[src/rtl/nps_pkg.sv]
package nps_pkg;

   localparam int COORD_W = 20;
   localparam int DIFF_W  = COORD_W + 1;
   localparam int LEN_W   = 42;
   localparam int DOT_W   = 43;
   localparam int NUM_W   = 58;
   localparam int T_W     = 35;
   localparam int ERR_W   = 25;
   localparam int DIST_W  = 52;
   localparam int EXC_W   = 29;
   localparam int CNT_W   = 7;
   localparam int SEG_W   = 6;

   localparam logic KIND_LOAD  = 1'b0;
   localparam logic KIND_QUERY = 1'b1;

   localparam logic REG_POINT_COUNT = 1'b0;

   typedef struct packed {
      logic                       kind;
      logic [5:0]                 point_index;
      logic signed [COORD_W-1:0]  coord_x;
      logic signed [COORD_W-1:0]  coord_y;
      logic signed [COORD_W-1:0]  coord_z;
   } req_item_type;

   typedef struct packed {
      logic [SEG_W-1:0] segment_index;
      logic             any_accepted;
   } rsp_item_type;

   typedef struct packed {
      logic signed [COORD_W-1:0] z;
      logic signed [COORD_W-1:0] y;
      logic signed [COORD_W-1:0] x;
   } point_type;

   typedef struct packed {
      logic signed [DIFF_W-1:0] z;
      logic signed [DIFF_W-1:0] y;
      logic signed [DIFF_W-1:0] x;
   } diff_type;

   typedef struct packed {
      logic done;
      logic rem_nonzero;
   } div_status_type;

   function automatic logic signed [COORD_W-1:0] point_coord(point_type p, logic [1:0] c);
      case (c)
         2'd0:    return p.x;
         2'd1:    return p.y;
         default: return p.z;
      endcase
   endfunction

   function automatic logic signed [DIFF_W-1:0] diff_coord(diff_type d, logic [1:0] c);
      case (c)
         2'd0:    return d.x;
         2'd1:    return d.y;
         default: return d.z;
      endcase
   endfunction

endpackage

[src/rtl/nps_div.sv]
module nps_div (
   input  logic                         clock,
   input  logic                         reset,
   input  logic                         start,
   input  logic [nps_pkg::NUM_W-1:0]    num,
   input  logic [nps_pkg::LEN_W-1:0]    den,
   output logic [nps_pkg::NUM_W-1:0]    quot,
   output nps_pkg::div_status_type      status
);
   import nps_pkg::*;

   localparam int REM_W = LEN_W + 1;
   localparam int STEP_W = $clog2(NUM_W);

   logic [NUM_W-1:0]  num_ff, num_in;
   logic [NUM_W-1:0]  quot_ff, quot_in;
   logic [REM_W-1:0]  rem_ff, rem_in;
   logic [LEN_W-1:0]  den_ff, den_in;
   logic [STEP_W-1:0] step_ff, step_in;
   logic              run_ff, run_in;
   logic              done_ff, done_in;
   logic [REM_W-1:0]  rem_shift;
   logic              fits;

   always_comb begin
      num_in    = num_ff;
      quot_in   = quot_ff;
      rem_in    = rem_ff;
      den_in    = den_ff;
      step_in   = step_ff;
      run_in    = run_ff;
      done_in   = 1'b0;
      rem_shift = {rem_ff[REM_W-2:0], num_ff[NUM_W-1]};
      fits      = rem_shift >= {1'b0, den_ff};
      if (start) begin
         num_in  = num;
         den_in  = den;
         rem_in  = '0;
         quot_in = '0;
         step_in = '0;
         run_in  = 1'b1;
      end else if (run_ff) begin
         // one quotient bit per cycle, restoring form
         num_in  = {num_ff[NUM_W-2:0], 1'b0};
         rem_in  = fits ? rem_shift - {1'b0, den_ff} : rem_shift;
         quot_in = {quot_ff[NUM_W-2:0], fits};
         step_in = step_ff + 1'b1;
         if (step_ff == STEP_W'(NUM_W - 1)) begin
            run_in  = 1'b0;
            done_in = 1'b1;
         end
      end
   end

   always_ff @(posedge clock) begin
      if (reset) begin
         run_ff  <= 1'b0;
         done_ff <= 1'b0;
         step_ff <= '0;
      end else begin
         run_ff  <= run_in;
         done_ff <= done_in;
         step_ff <= step_in;
      end
      num_ff  <= num_in;
      quot_ff <= quot_in;
      rem_ff  <= rem_in;
      den_ff  <= den_in;
   end

   assign quot               = quot_ff;
   assign status.done        = done_ff;
   assign status.rem_nonzero = rem_ff != '0;

endmodule

[config.mk]
export PLATFORM = sky130hd
export DESIGN_NAME = nps_div
export DESIGN_NICKNAME = d
export VERILOG_FILES = /design/src/rtl/nps_pkg.sv /design/src/rtl/nps_div.sv
export SDC_FILE = /design/constraint.sdc
export NUM_CORES = 1
export LEC_CHECK = 0
export BUFFER_PORTS_ARGS = -buffer_cell sky130_fd_sc_hd__buf_2
export CAP_MARGIN = 25
export CELL_PAD_IN_SITES_DETAIL_PLACEMENT = 1
export CELL_PAD_IN_SITES_GLOBAL_PLACEMENT = 2
export CORE_MARGIN = 2
export CORE_UTILIZATION = 39
export DETAILED_ROUTE_END_ITERATION = 10
export PLACE_DENSITY_LB_ADDON = 0.1
export SYNTH_ARGS = -nofsm -noshare
export SYNTH_HDL_FRONTEND = slang
export SYNTH_SLANG_ARGS = --single-unit
export TNS_END_PERCENT = 100
[constraint.sdc]
create_clock -name clock -period 9.2 [get_ports clock]
set_clock_uncertainty 0.05 [all_clocks]
set_input_delay 1.84 -clock clock [delete_from_list [all_inputs] [get_ports clock]]
set_output_delay 1.84 -clock clock [all_outputs]
set_load 0.1 [all_outputs]
* After elaboration in Yosys (flattened, before gate mapping) *
Cells that the tools add are included.

storage, ports and cells
  register bits = 209

operators by class
  $add $sub $neg = 2
  reduce and logical (&&, ||, !) cells = 4
  $lt $le $gt $ge = 1
  equal/unequal tests = 1
  multiplexer cells = 7
  bitwise operators = 1

operators by type and width
  cell                                                            number
  58-bit two-way mux                                              2
  43-bit by 42-bit greater-or-equal comparator with 1-bit output  1
  43-bit two-way mux                                              1
  43-bit nonzero test                                             1
  43-bit by 42-bit subtractor with 43-bit output                  1
  6-bit by 1-bit adder with 6-bit output (second input constant)  1
  6-bit equality test (second input constant)                     1
  1-bit two-way mux                                               4
  3-bit OR reduction                                              1
  2-bit nonzero test                                              1
  2-bit OR reduction                                              1
  1-bit inverter                                                  1

* Logic depth before layout (Yosys ltp) *
Gate-level depths: netlist (run 1).

  word-level depth = 4
  mapped depth = 15
  gate-level depth less buffers = 14

* Least setup slack after synthesis (run 1) *
Ideal clock, no wire load.

  path kind = input-to-reg
  from = input port start
  to = register num_ff[0], enable pin
  setup slack = 5206 ps
  arrival = 3532 ps
  required time = 8738 ps
  buffers on the path = 2
  stages on the path = 4
  cell sequence = clkbuf_1 > clkbuf_1 > nor2_1 > inv_1

on the way
  cells in the longest elaborated chain, start to end = 1

ends and longest elaborated chain
  what                          RTL line       RTL
  start, declared               nps_div.sv:4   input logic start,
  2-bit nonzero test (no line)  --
  end signal, assigned          nps_div.sv:65  num_ff <= num_in;
  end, declared                 nps_div.sv:15  logic [NUM_W-1:0] num_ff, num_in;

No other way between the ends.
A chain may end at the register's enable or synchronous reset.

==> results.py, run 1 <==
metrics = {
    "synthesis": {
        "synth_area_leader_cell": "edfxtp_1",
        "ys_ff_latch": 209,
        "yosysWarningCount": 0,
        "synth_cell_types": 71,
        "ys_seq_area_frac": 0.491,
        "synth_edf_count": 100,
        "synth_flop_cell": "dfxtp_1",
        "synth_area_mm2": 0.0106,
        "synth_area_leaders": "edfxtp_1 28%, dfxtp_1 21%, mux2_2 6.1%",
        "ys_async_sr_fraction": 0,
        "syn_avg_cell_area_um2": 10.3,
        "syn_nets": 1171,
        "synthCells": 1023,
        "synth.top_cell.area_share": 0.284,
    },
    "floorplan": {
        "core.rowCount": 60,
        "die_area_mm2": 0.0284,
        "initial_core_util": 0.394,
        "ios": 163,
        "die_x_um": 169,
        "core_mm2": 0.0268,
        "die_h_um": 169,
    },
    "flow_run": {
        "max_cap_viol_count": 0,
    },
    "detailed_routing": {
        "via_per_inst": 5.23,
        "vias": 7952,
        "drt-total-wl_um": 26400,
        "drtIter0Drc": 362,
        "drcViolationCount": 0,
        "ant_nets": 0,
        "dr.pass1.iters": 5,
        "wl_per_cell_um": 17.4,
    },
    "worst_hold_path": {
        "worstHoldPathType": "register to register",
    },
    "timing": {
        "drv_slew": 0,
        "worst_slew_pin_slew_ns": 0.835,
        "min_period_ns": 4.22,
        "slew_headroom": 0.444,
        "setup_tns_ns": 0,
        "fin_crit_sh": 0.459,
        "setup_violations": 0,
        "rsz0062_at_grt": "false",
        "worst_hold_slack_ns": 0.446,
        "max_freq_mhz": 237,
        "hold_violations": 0,
    },
    "placement": {
        "port-buffer-count": 162,
        "dp_hpwl_um": 18600,
        "gp_congestion": 0.787,
    },
    "power": {
        "intPower_mw": 1.75,
        "p_comb_frac": 0.187,
        "pwr-share-seq": 0.441,
        "power_density_mw_per_mm2": 199,
        "max-vdd-ir-drop_uv": 121,
        "power_leakage_nw": 5.21,
        "power.net_switching_mw": 0.703,
        "sw_frac_of_total": 0.286,
        "p_clk_frac": 0.372,
    },
    "cts": {
        "numCtsBuffers": 25,
        "cts_resized": 0,
        "cts.path.max_buffers": 3,
        "clk_pin_slew_ns": 0.06,
        "cts_tree": "yes",
        "cts.sinks": 209,
        "cts_root_buf": "clkbuf_16",
        "htree_levels": 1,
        "postCtsSetupRepairBufs": 0,
        "clk_latency_ns": 0.54,
        "postCtsHoldBufs": 0,
    },
    "worst_setup_path": {
        "arrival_ns": 2.33,
        "crit_required_ns": 7.31,
        "cp_max_fo": 4,
        "end_kind": "output port",
        "crit_type": "register to output port",
        "startpoint_type": "register",
    },
    "global_route": {
        "grt_pass1_vias": 8326,
        "track_usage": 0.186,
        "grt_max_degree": 89,
        "grt_antenna_before_repair": 2,
        "grt_pass1_wl_um": 43400,
        "grt-ovfl-total": 0,
    },
    "finish": {
        "fin_nets": 1305,
        "final_common_cell": "buf_2",
        "drive_gt1_frac": 0.238,
        "area_growth_pct": 16.9,
        "final_cell_mix": "161 x buf_2, 129 x nor2_1, 108 x dfxtp_1",
    },
    "run_status": {
        "status": "finished, final reports clean",
    },
}
routing by layer:
metal  track usage  wire length (µm)  up-vias
li1              -                 -     3949
met1         0.231             11600     3842
met2         0.316             12400      131
met3        0.0563              1720       30
met4        0.0476               622        0
met5             0                 0        -
cells by family after synthesis:
family / Yosys count / share of synthesized area
simple gates: 300 / 0.127
flops: 209 / 0.491
compound gates: 201 / 0.134
mux: 117 / 0.118
buf+inv: 114 / 0.0448
fa+ha+maj: 45 / 0.0540
xor+xnor: 37 / 0.0307
per-stage QoR:
step	worst slack (ns)	cell area, µm²	cells	power (mW)	utilization
after global placement	5.28	11600	1471	1.56	0.432
after global routing	4.89	12300	1517	2.59	0.460
after CTS	4.93	12300	1517	2.50	0.460
final	4.98	12300	1521	2.46	0.461
after floorplan	5.21	10600	1023	1.44	-
after detailed placement	5.27	11600	1471	1.57	0.432
synthesized netlist by cell type (5+ instances only):
cell,instances
nor2_1,129
xor2_1,10
nor2b_1,6
ha_1,44
nand2_1,86
o21a_1,5
a21o_1,19
buf_1,8
nor3_1,9
nand4_1,16
mux2_2,57
o21ai_0,25
a311oi_1,16
a21oi_1,66
mux2i_1,60
dfxtp_1,109
a211oi_1,21
buf_2,13
and3_1,7
a31oi_1,7
edfxtp_1,100
nor4_1,12
inv_1,51
or3_1,9
nand3_1,11
clkbuf_1,34
xnor2_1,27
critical path: stages, from the launching register on:
cell and delay (ns):
dfxtp_1 0.35, nor4_1 0.45, nand4_1 0.24, nor2_1 0.27, nand4_1 0.15, buf_2 0.32
worst paths after layout:
kind	startpoint	end	cells past startpoint	slack [ns]
setup reg to reg	rem_ff[6]$_SDFFE_PP0P_	rem_ff[9]$_SDFFE_PP0P_	12	5.36
setup / recovery	rem_ff[28]$_SDFFE_PP0P_	status[0]	5	4.98
hold reg to reg	quot[57]$_SDFFE_PP0P_	quot[57]$_SDFFE_PP0P_	2	0.45
hold / removal	quot[57]$_SDFFE_PP0P_	quot[57]$_SDFFE_PP0P_	2	0.45
registers in the layout (all words and copies together) (netlist names):
signal and flops:
step_ff 6, run_ff 1, done_ff 1, rem_ff 43, den_ff 42, num_ff 58
quot 58
power groups by stage:
stage               sequential (mW)  clock (mW)  combinational [mW]
CTS                            1.08       0.948               0.465
global route                   1.09       0.980               0.514
floorplan                      1.09           0               0.350
finish                         1.08       0.915               0.459
global placement               1.10           0               0.461
detailed placement             1.10           0               0.463
layout make-up:
class | count | area (µm²)
antenna | 4 | 10.0
clock buffer | 37 | 691
clock inverter | 9 | 60.1
fill | 3007 | 14500
inverter | 52 | 195
multi-input combinational | 700 | 4900
sequential | 209 | 5190
tap | 341 | 427
timing repair buffer | 169 | 870
Note: power is estimated with default switching activity, not from simulation.
==> inputs of run 2 (changes only) <==
--- a/config.mk
+++ b/config.mk
@@ -10,7 +10,7 @@
 export CELL_PAD_IN_SITES_DETAIL_PLACEMENT = 1
 export CELL_PAD_IN_SITES_GLOBAL_PLACEMENT = 2
 export CORE_MARGIN = 2
-export CORE_UTILIZATION = 39
+export CORE_UTILIZATION = 37
 export DETAILED_ROUTE_END_ITERATION = 10
 export PLACE_DENSITY_LB_ADDON = 0.1
 export SYNTH_ARGS = -nofsm -noshare
==> constraint.sdc (replaced) <==
create_clock -name clock -period 4.2 [get_ports clock]
set_clock_uncertainty 0.05 [all_clocks]
set_input_delay 0.84 -clock clock [delete_from_list [all_inputs] [get_ports clock]]
set_output_delay 0.84 -clock clock [all_outputs]
set_load 0.1 [all_outputs]
==> run 2 against run 1 <==
First-iteration DRC count rose by 3.9%. Cell count rose by 2.7%. Critical path depth rose by 9. Clock-buffer cell count fell by 8. Largest cell class unchanged.
==> results.py, run 2 (synthesis gave the netlist of run 1 again) <==
metrics = {
    "cts": {
        "numCtsBuffers": 26,
        "htree_levels": 1,
        "cts_tree": "yes",
        "postCtsSetupRepairBufs": 0,
        "cts_root_buf": "clkbuf_16",
        "clk_pin_slew_ns": 0.06,
        "postCtsHoldBufs": 0,
        "cts.path.max_buffers": 3,
        "cts_resized": 0,
        "cts.sinks": 209,
        "clk_latency_ns": 0.55,
    },
    "floorplan": {
        "die_area_mm2": 0.0299,
        "ios": 163,
        "die_x_um": 173,
        "core.rowCount": 61,
        "die_h_um": 173,
        "initial_core_util": 0.378,
        "core_mm2": 0.0279,
    },
    "placement": {
        "postPlaceCellArea_mm2": 0.0117,
        "port-buffer-count": 162,
        "dp_hpwl_um": 18800,
        "place_ws_ns": 0.731,
        "gp_congestion": 0.797,
    },
    "global_route": {
        "grt_antenna_before_repair": 6,
        "met1_usage": 0.226,
        "grt-ovfl-total": 0,
        "grt_max_degree": 150,
        "grtUsageMet3": 0.0539,
        "grt_busiest_layer": "met2",
        "grt_pass1_vias": 8477,
        "grt.met2_usage": 0.310,
        "track_usage": 0.181,
        "grt_pass1_wl_um": 44900,
    },
    "finish": {
        "seq_area_mm2": 0.00519,
        "stdcell_area_mm2": 0.0126,
        "drive_gt1_frac": 0.249,
        "final_common_cell": "buf_2",
        "fill_cells": 3162,
        "final_cell_mix": "161 x buf_2, 129 x nor2_1, 108 x dfxtp_1",
        "area_growth_pct": 19.3,
        "fin_nets": 1308,
        "multi_input_area_mm2": 0.00490,
    },
    "run_status": {
        "status": "finished, final reports clean",
    },
    "worst_setup_path": {
        "reg2reg_depth": 14,
        "crit_required_ns": 4.55,
        "cp_slowest_cell": "fa_1",
        "cp_cell_sequence": "inv_1 -> ha_1 -> inv_1 -> fa_1 -> a21o_1 -> a221oi_4 -> o211a_4 -> o211ai_1 -> a21oi_2 -> o21ai_1 -> a32o_1 -> or3_1 -> a211oi_1 -> a2111oi_2",
        "cp_max_fo": 5,
        "critPathMaxStageDelay_ns": 0.40,
        "arrival_ns": 3.79,
        "startpoint_type": "register",
        "end_kind": "register",
        "crit_type": "register to register",
        "path_common_cell": "inv_1",
    },
    "detailed_routing": {
        "vias": 7945,
        "drcViolationCount": 0,
        "ant_nets": 0,
        "dr.pass1.iters": 4,
        "via_per_inst": 5.09,
        "drtIter0Drc": 376,
        "drt-total-wl_um": 26800,
        "wl_per_cell_um": 17.2,
    },
    "timing": {
        "drv_slew": 0,
        "worst_slew_pin_slew_ns": 0.824,
        "rsz0062_at_grt": "false",
        "min_period_ns": 3.44,
        "max_freq_mhz": 291,
        "fin_crit_sh": 0.819,
        "slew_headroom": 0.451,
        "setup_violations": 0,
        "hold_violations": 0,
        "worst_hold_slack_ns": 0.400,
        "setup_tns_ns": 0,
        "final.setup.worst_slack_ns": 0.759,
    },
    "worst_hold_path": {
        "worstHoldPathType": "primary input to register",
        "whs_path_depth": 2,
    },
    "power": {
        "power_density_mw_per_mm2": 459,
        "max-vdd-ir-drop_uv": 328,
        "finalPower_mw": 5.79,
        "power_leakage_nw": 5.32,
    },
    "flow_run": {
        "max_cap_viol_count": 0,
    },
}
## run 2: power by group
group	total [mW]	leakage [nW]	switching [mW]	internal (mW)
clock network	2.40	0.463	0.914	1.49
registers	2.38	1.88	0.0869	2.29
logic	1.01	2.97	0.594	0.416
total	5.79	5.32	1.60	4.19
## run 2: path summary, 6_finish.rpt
path	from	end	slack [ns]
setup / recovery	num_ff[57]$_DFFE_PP_	rem_ff[30]$_SDFFE_PP0P_	0.76
hold reg to reg	quot[57]$_SDFFE_PP0P_	quot[57]$_SDFFE_PP0P_	0.44
hold / removal	reset	run_ff$_SDFF_PP0_	0.40
setup reg to reg	num_ff[57]$_DFFE_PP_	rem_ff[30]$_SDFFE_PP0P_	0.76
## run 2: layout make-up
cell class	count	area share
inverters	52	0.0155
flip-flops and latches	209	0.412
repair buffers	171	0.0712
clock buffers	29	0.0544
clock inverters	19	0.0199
multi-input cells	700	0.389
well taps	378	0.0375
diodes	4	0.000794
## run 2: routing by layer
layer | part of all wire | vias up | routed length (µm)
met1 | 0.44 | 3823 | 11800
met2 | 0.47 | 128 | 12700
li1 | - | 3953 | -
met5 | 0.00090 | - | 24
met4 | 0.020 | 4 | 524
met3 | 0.064 | 37 | 1730
## run 2: worst max-delay path, delay by kind of cell (launching register included)
family,cells,cell delay [ns]
simple gates,1,0.30
compound gates,9,1.85
flops,1,0.39
buf+inv,2,0.13
fa+ha+maj,2,0.56
## run 2: per-stage QoR
step	util	cells
6_report	0.451	1562
5_1_grt	0.451	1559
4_1_cts	0.451	1558
3_5_place_dp	0.417	1510
3_3_place_gp	0.417	1510
2_1_floorplan	-	1023
==> inputs of run 3 (changes only) <==
--- a/config.mk
+++ b/config.mk
@@ -5,12 +5,13 @@
 export SDC_FILE = /design/constraint.sdc
 export NUM_CORES = 1
 export LEC_CHECK = 0
+export ABC_AREA = 1
 export BUFFER_PORTS_ARGS = -buffer_cell sky130_fd_sc_hd__buf_2
 export CAP_MARGIN = 25
 export CELL_PAD_IN_SITES_DETAIL_PLACEMENT = 1
 export CELL_PAD_IN_SITES_GLOBAL_PLACEMENT = 2
 export CORE_MARGIN = 2
-export CORE_UTILIZATION = 37
+export CORE_UTILIZATION = 33
 export DETAILED_ROUTE_END_ITERATION = 10
 export PLACE_DENSITY_LB_ADDON = 0.1
 export SYNTH_ARGS = -nofsm -noshare
==> constraint.sdc (replaced) <==
create_clock -name clock -period 3.45 [get_ports clock]
set_clock_uncertainty 0.05 [all_clocks]
set_input_delay 0.69 -clock clock [delete_from_list [all_inputs] [get_ports clock]]
set_output_delay 0.69 -clock clock [all_outputs]
set_load 0.1 [all_outputs]
==> run 3 against run 2 <==
Core utilization fell by 4.8 points. Sequential power rose by 16%. Sequential share of layout area fell by 1.8 points. Non-clock buffer count rose by 5. Flip-flop and latch count did not move. Combinational power fell by 47%. First-iteration DRC count rose by 15%. Hold slack got worse by 0.15 ns. Wire length rose by 28%. Via count rose by 23%. Final area rose by 4.6%. Worst setup slack got worse by 0.54 ns. Critical path type is now register to output port.
==> results.py, run 3 <==
metrics = {
    "synthesis": {
        "ys_ff_latch": 209,
        "synth_area_leaders": "edfxtp_1 27%, dfxtp_1 20%, nand2_1 17%",
        "synth_cell_types": 42,
        "ys_seq_area_frac": 0.471,
        "synth_area_mm2": 0.0110,
        "synth_most_common_cell": "nand2_1",
        "synth.top_cell.area_share": 0.273,
        "synthCells": 1438,
        "synth_top_cells_by_count": "487 x nand2_1, 210 x inv_1, 109 x dfxtp_1",
        "yosysWarningCount": 0,
        "synth_flop_cell": "dfxtp_1",
        "syn_nets": 1586,
        "synth_edf_count": 100,
        "ys_async_sr_fraction": 0,
        "syn_avg_cell_area_um2": 7.66,
        "synth_area_leader_cell": "edfxtp_1",
    },
    "detailed_routing": {
        "drt-total-wl_um": 34200,
        "drtIter0Drc": 432,
        "drcViolationCount": 0,
        "wl_per_cell_um": 16.6,
        "vias": 9781,
        "dr.pass1.iters": 5,
        "via_per_inst": 4.74,
        "ant_nets": 0,
    },
    "worst_hold_path": {
        "worstHoldPathType": "primary input to register",
        "hold_path.startpoint": "den[9]",
    },
    "placement": {
        "place_ws_ns": 0.453,
        "dp_hpwl_um": 26300,
        "port-buffer-count": 162,
        "placed_cells": 2012,
        "gp_congestion": 0.868,
    },
    "finish": {
        "final_common_cell": "nand2_1",
        "final_util": 0.403,
        "multi_input_area_mm2": 0.00481,
        "seq_area_mm2": 0.00518,
        "fill_cells": 4079,
        "drive_gt1_frac": 0.154,
        "fin_nets": 1745,
        "layoutNonFillerInstCount": 2065,
        "final_cell_mix": "487 x nand2_1, 209 x inv_1, 161 x buf_2",
        "area_growth_pct": 19.6,
    },
    "cts": {
        "clk_pin_slew_ns": 0.06,
        "cts_root_buf": "clkbuf_16",
        "postCtsHoldBufs": 0,
        "numCtsBuffers": 25,
        "cts_resized": 0,
        "cts_tree": "yes",
        "postCtsSetupRepairBufs": 0,
        "cts.path.max_buffers": 3,
        "clk_latency_ns": 0.56,
        "htree_levels": 1,
        "cts.sinks": 209,
    },
    "worst_setup_path": {
        "startpoint_type": "register",
        "end_kind": "output port",
        "critPathMaxStageDelay_ns": 0.56,
        "crit_required_ns": 2.71,
        "arrival_ns": 2.50,
        "cp_max_fo": 4,
        "startpoint": "rem_ff[38]$_SDFFE_PP0P_",
        "path_delay_family": "simple AND/OR/NAND/NOR gates",
        "cp_slowest_cell": "nor4_1",
        "timing.rr.start": "den_ff[10]$_DFFE_PP_",
        "crit_type": "register to output port",
        "path_buf_inv": 1,
        "reg2reg_slack_ns": 0.48,
        "cp_cell_sequence": "nor4_1 -> nand4_1 -> nor2_1 -> nand3_1 -> buf_2",
    },
    "timing": {
        "final.setup.worst_slack_ns": 0.214,
        "setup_violations": 0,
        "worst_slew_pin_slew_ns": 0.811,
        "max_freq_mhz": 309,
        "fin_crit_sh": 0.938,
        "setup_tns_ns": 0,
        "hold_violations": 0,
        "min_period_ns": 3.24,
        "drv_slew": 0,
        "rsz0062_at_grt": "false",
        "slew_headroom": 0.460,
    },
    "floorplan": {
        "die_h_um": 187,
        "ios": 163,
        "initial_core_util": 0.337,
        "core.rowCount": 66,
        "die_area_mm2": 0.0349,
        "die_x_um": 187,
        "core_mm2": 0.0327,
    },
    "global_route": {
        "grt_max_degree": 79,
        "grt_pass1_vias": 10000,
        "grt_antenna_before_repair": 17,
        "track_usage": 0.196,
        "grt_pass1_wl_um": 54800,
        "grt-ovfl-total": 0,
    },
    "run_status": {
        "status": "finished, final reports clean",
    },
    "power": {
        "max-vdd-ir-drop_uv": 329,
        "power_leakage_nw": 6.33,
        "power_density_mw_per_mm2": 459,
        "finalPower_mw": 6.05,
    },
    "flow_run": {
        "max_cap_viol_count": 0,
    },
}
run 3: worst reg2reg max path: stages (launching register included):
cell      delay (ns)
edfxtp_1        0.36
inv_1           0.07
ha_1            0.28
nand2_1         0.15
inv_2           0.06
a21oi_1         0.29
nand3_1         0.30
nand2_1         0.17
nand2_1         0.10
nand2_2         0.11
nand2_4         0.28
buf_4           0.34
a21oi_1         0.16
o21ai_0         0.13
nand2_1         0.08
run 3: final timing paths:
path                        endpoint  cells after the start
max                        status[0]                      5
min              den_ff[9]$_DFFE_PP_                      1
max reg2reg  rem_ff[10]$_SDFFE_PP0P_                     14
min reg2reg    quot[57]$_SDFFE_PP0P_                      2
run 3: final cells by class:
| cell class | instances | share of cell area |
|---|---|---|
| clock buffers | 32 | 0.0544 |
| well taps | 442 | 0.0420 |
| diodes | 7 | 0.00133 |
| repair buffers | 176 | 0.0706 |
| clock inverters | 14 | 0.0109 |
| inverters | 218 | 0.0623 |
| flip-flops and latches | 209 | 0.393 |
| multi-input cells | 967 | 0.365 |
run 3: stage by stage:
stage	area (µm²)	hold slack [ns]
3_3_place_gp	12300	0.387
4_1_cts	13200	0.215
6_report	13200	0.250
2_1_floorplan	11000	0.399
3_5_place_dp	12300	0.396
5_1_grt	13200	0.221
run 3: where the power goes:
part / internal [mW] / leakage, nW / switching [mW]
Sequential: 2.74 / 1.89 / 0.0335
Combinational: 0.171 / 4.01 / 0.360
Clock: 1.63 / 0.431 / 1.12
run 3: cells by family (layout without fill, tap and decap cells):
logic type / Yosys count / count (layout) / synth area share
other: 0 / 7 / 0
adder cells (fa/ha/maj): 45 / 45 / 0.0518
AO/OA/AOI/OAI: 202 / 202 / 0.106
AND/OR/NAND/NOR: 696 / 696 / 0.259
buffers and inverters: 262 / 440 / 0.0937
XOR/XNOR: 24 / 24 / 0.0191
flip-flops: 209 / 209 / 0.471
run 3: routing by layer:
layer  vias up  track usage  wire length [µm]
met5         -            0               109
met3        57       0.0594              2180
met4        18       0.0415               664
met1      4582        0.260             16100
met2       152        0.315             15100
li1       4972            -                 -
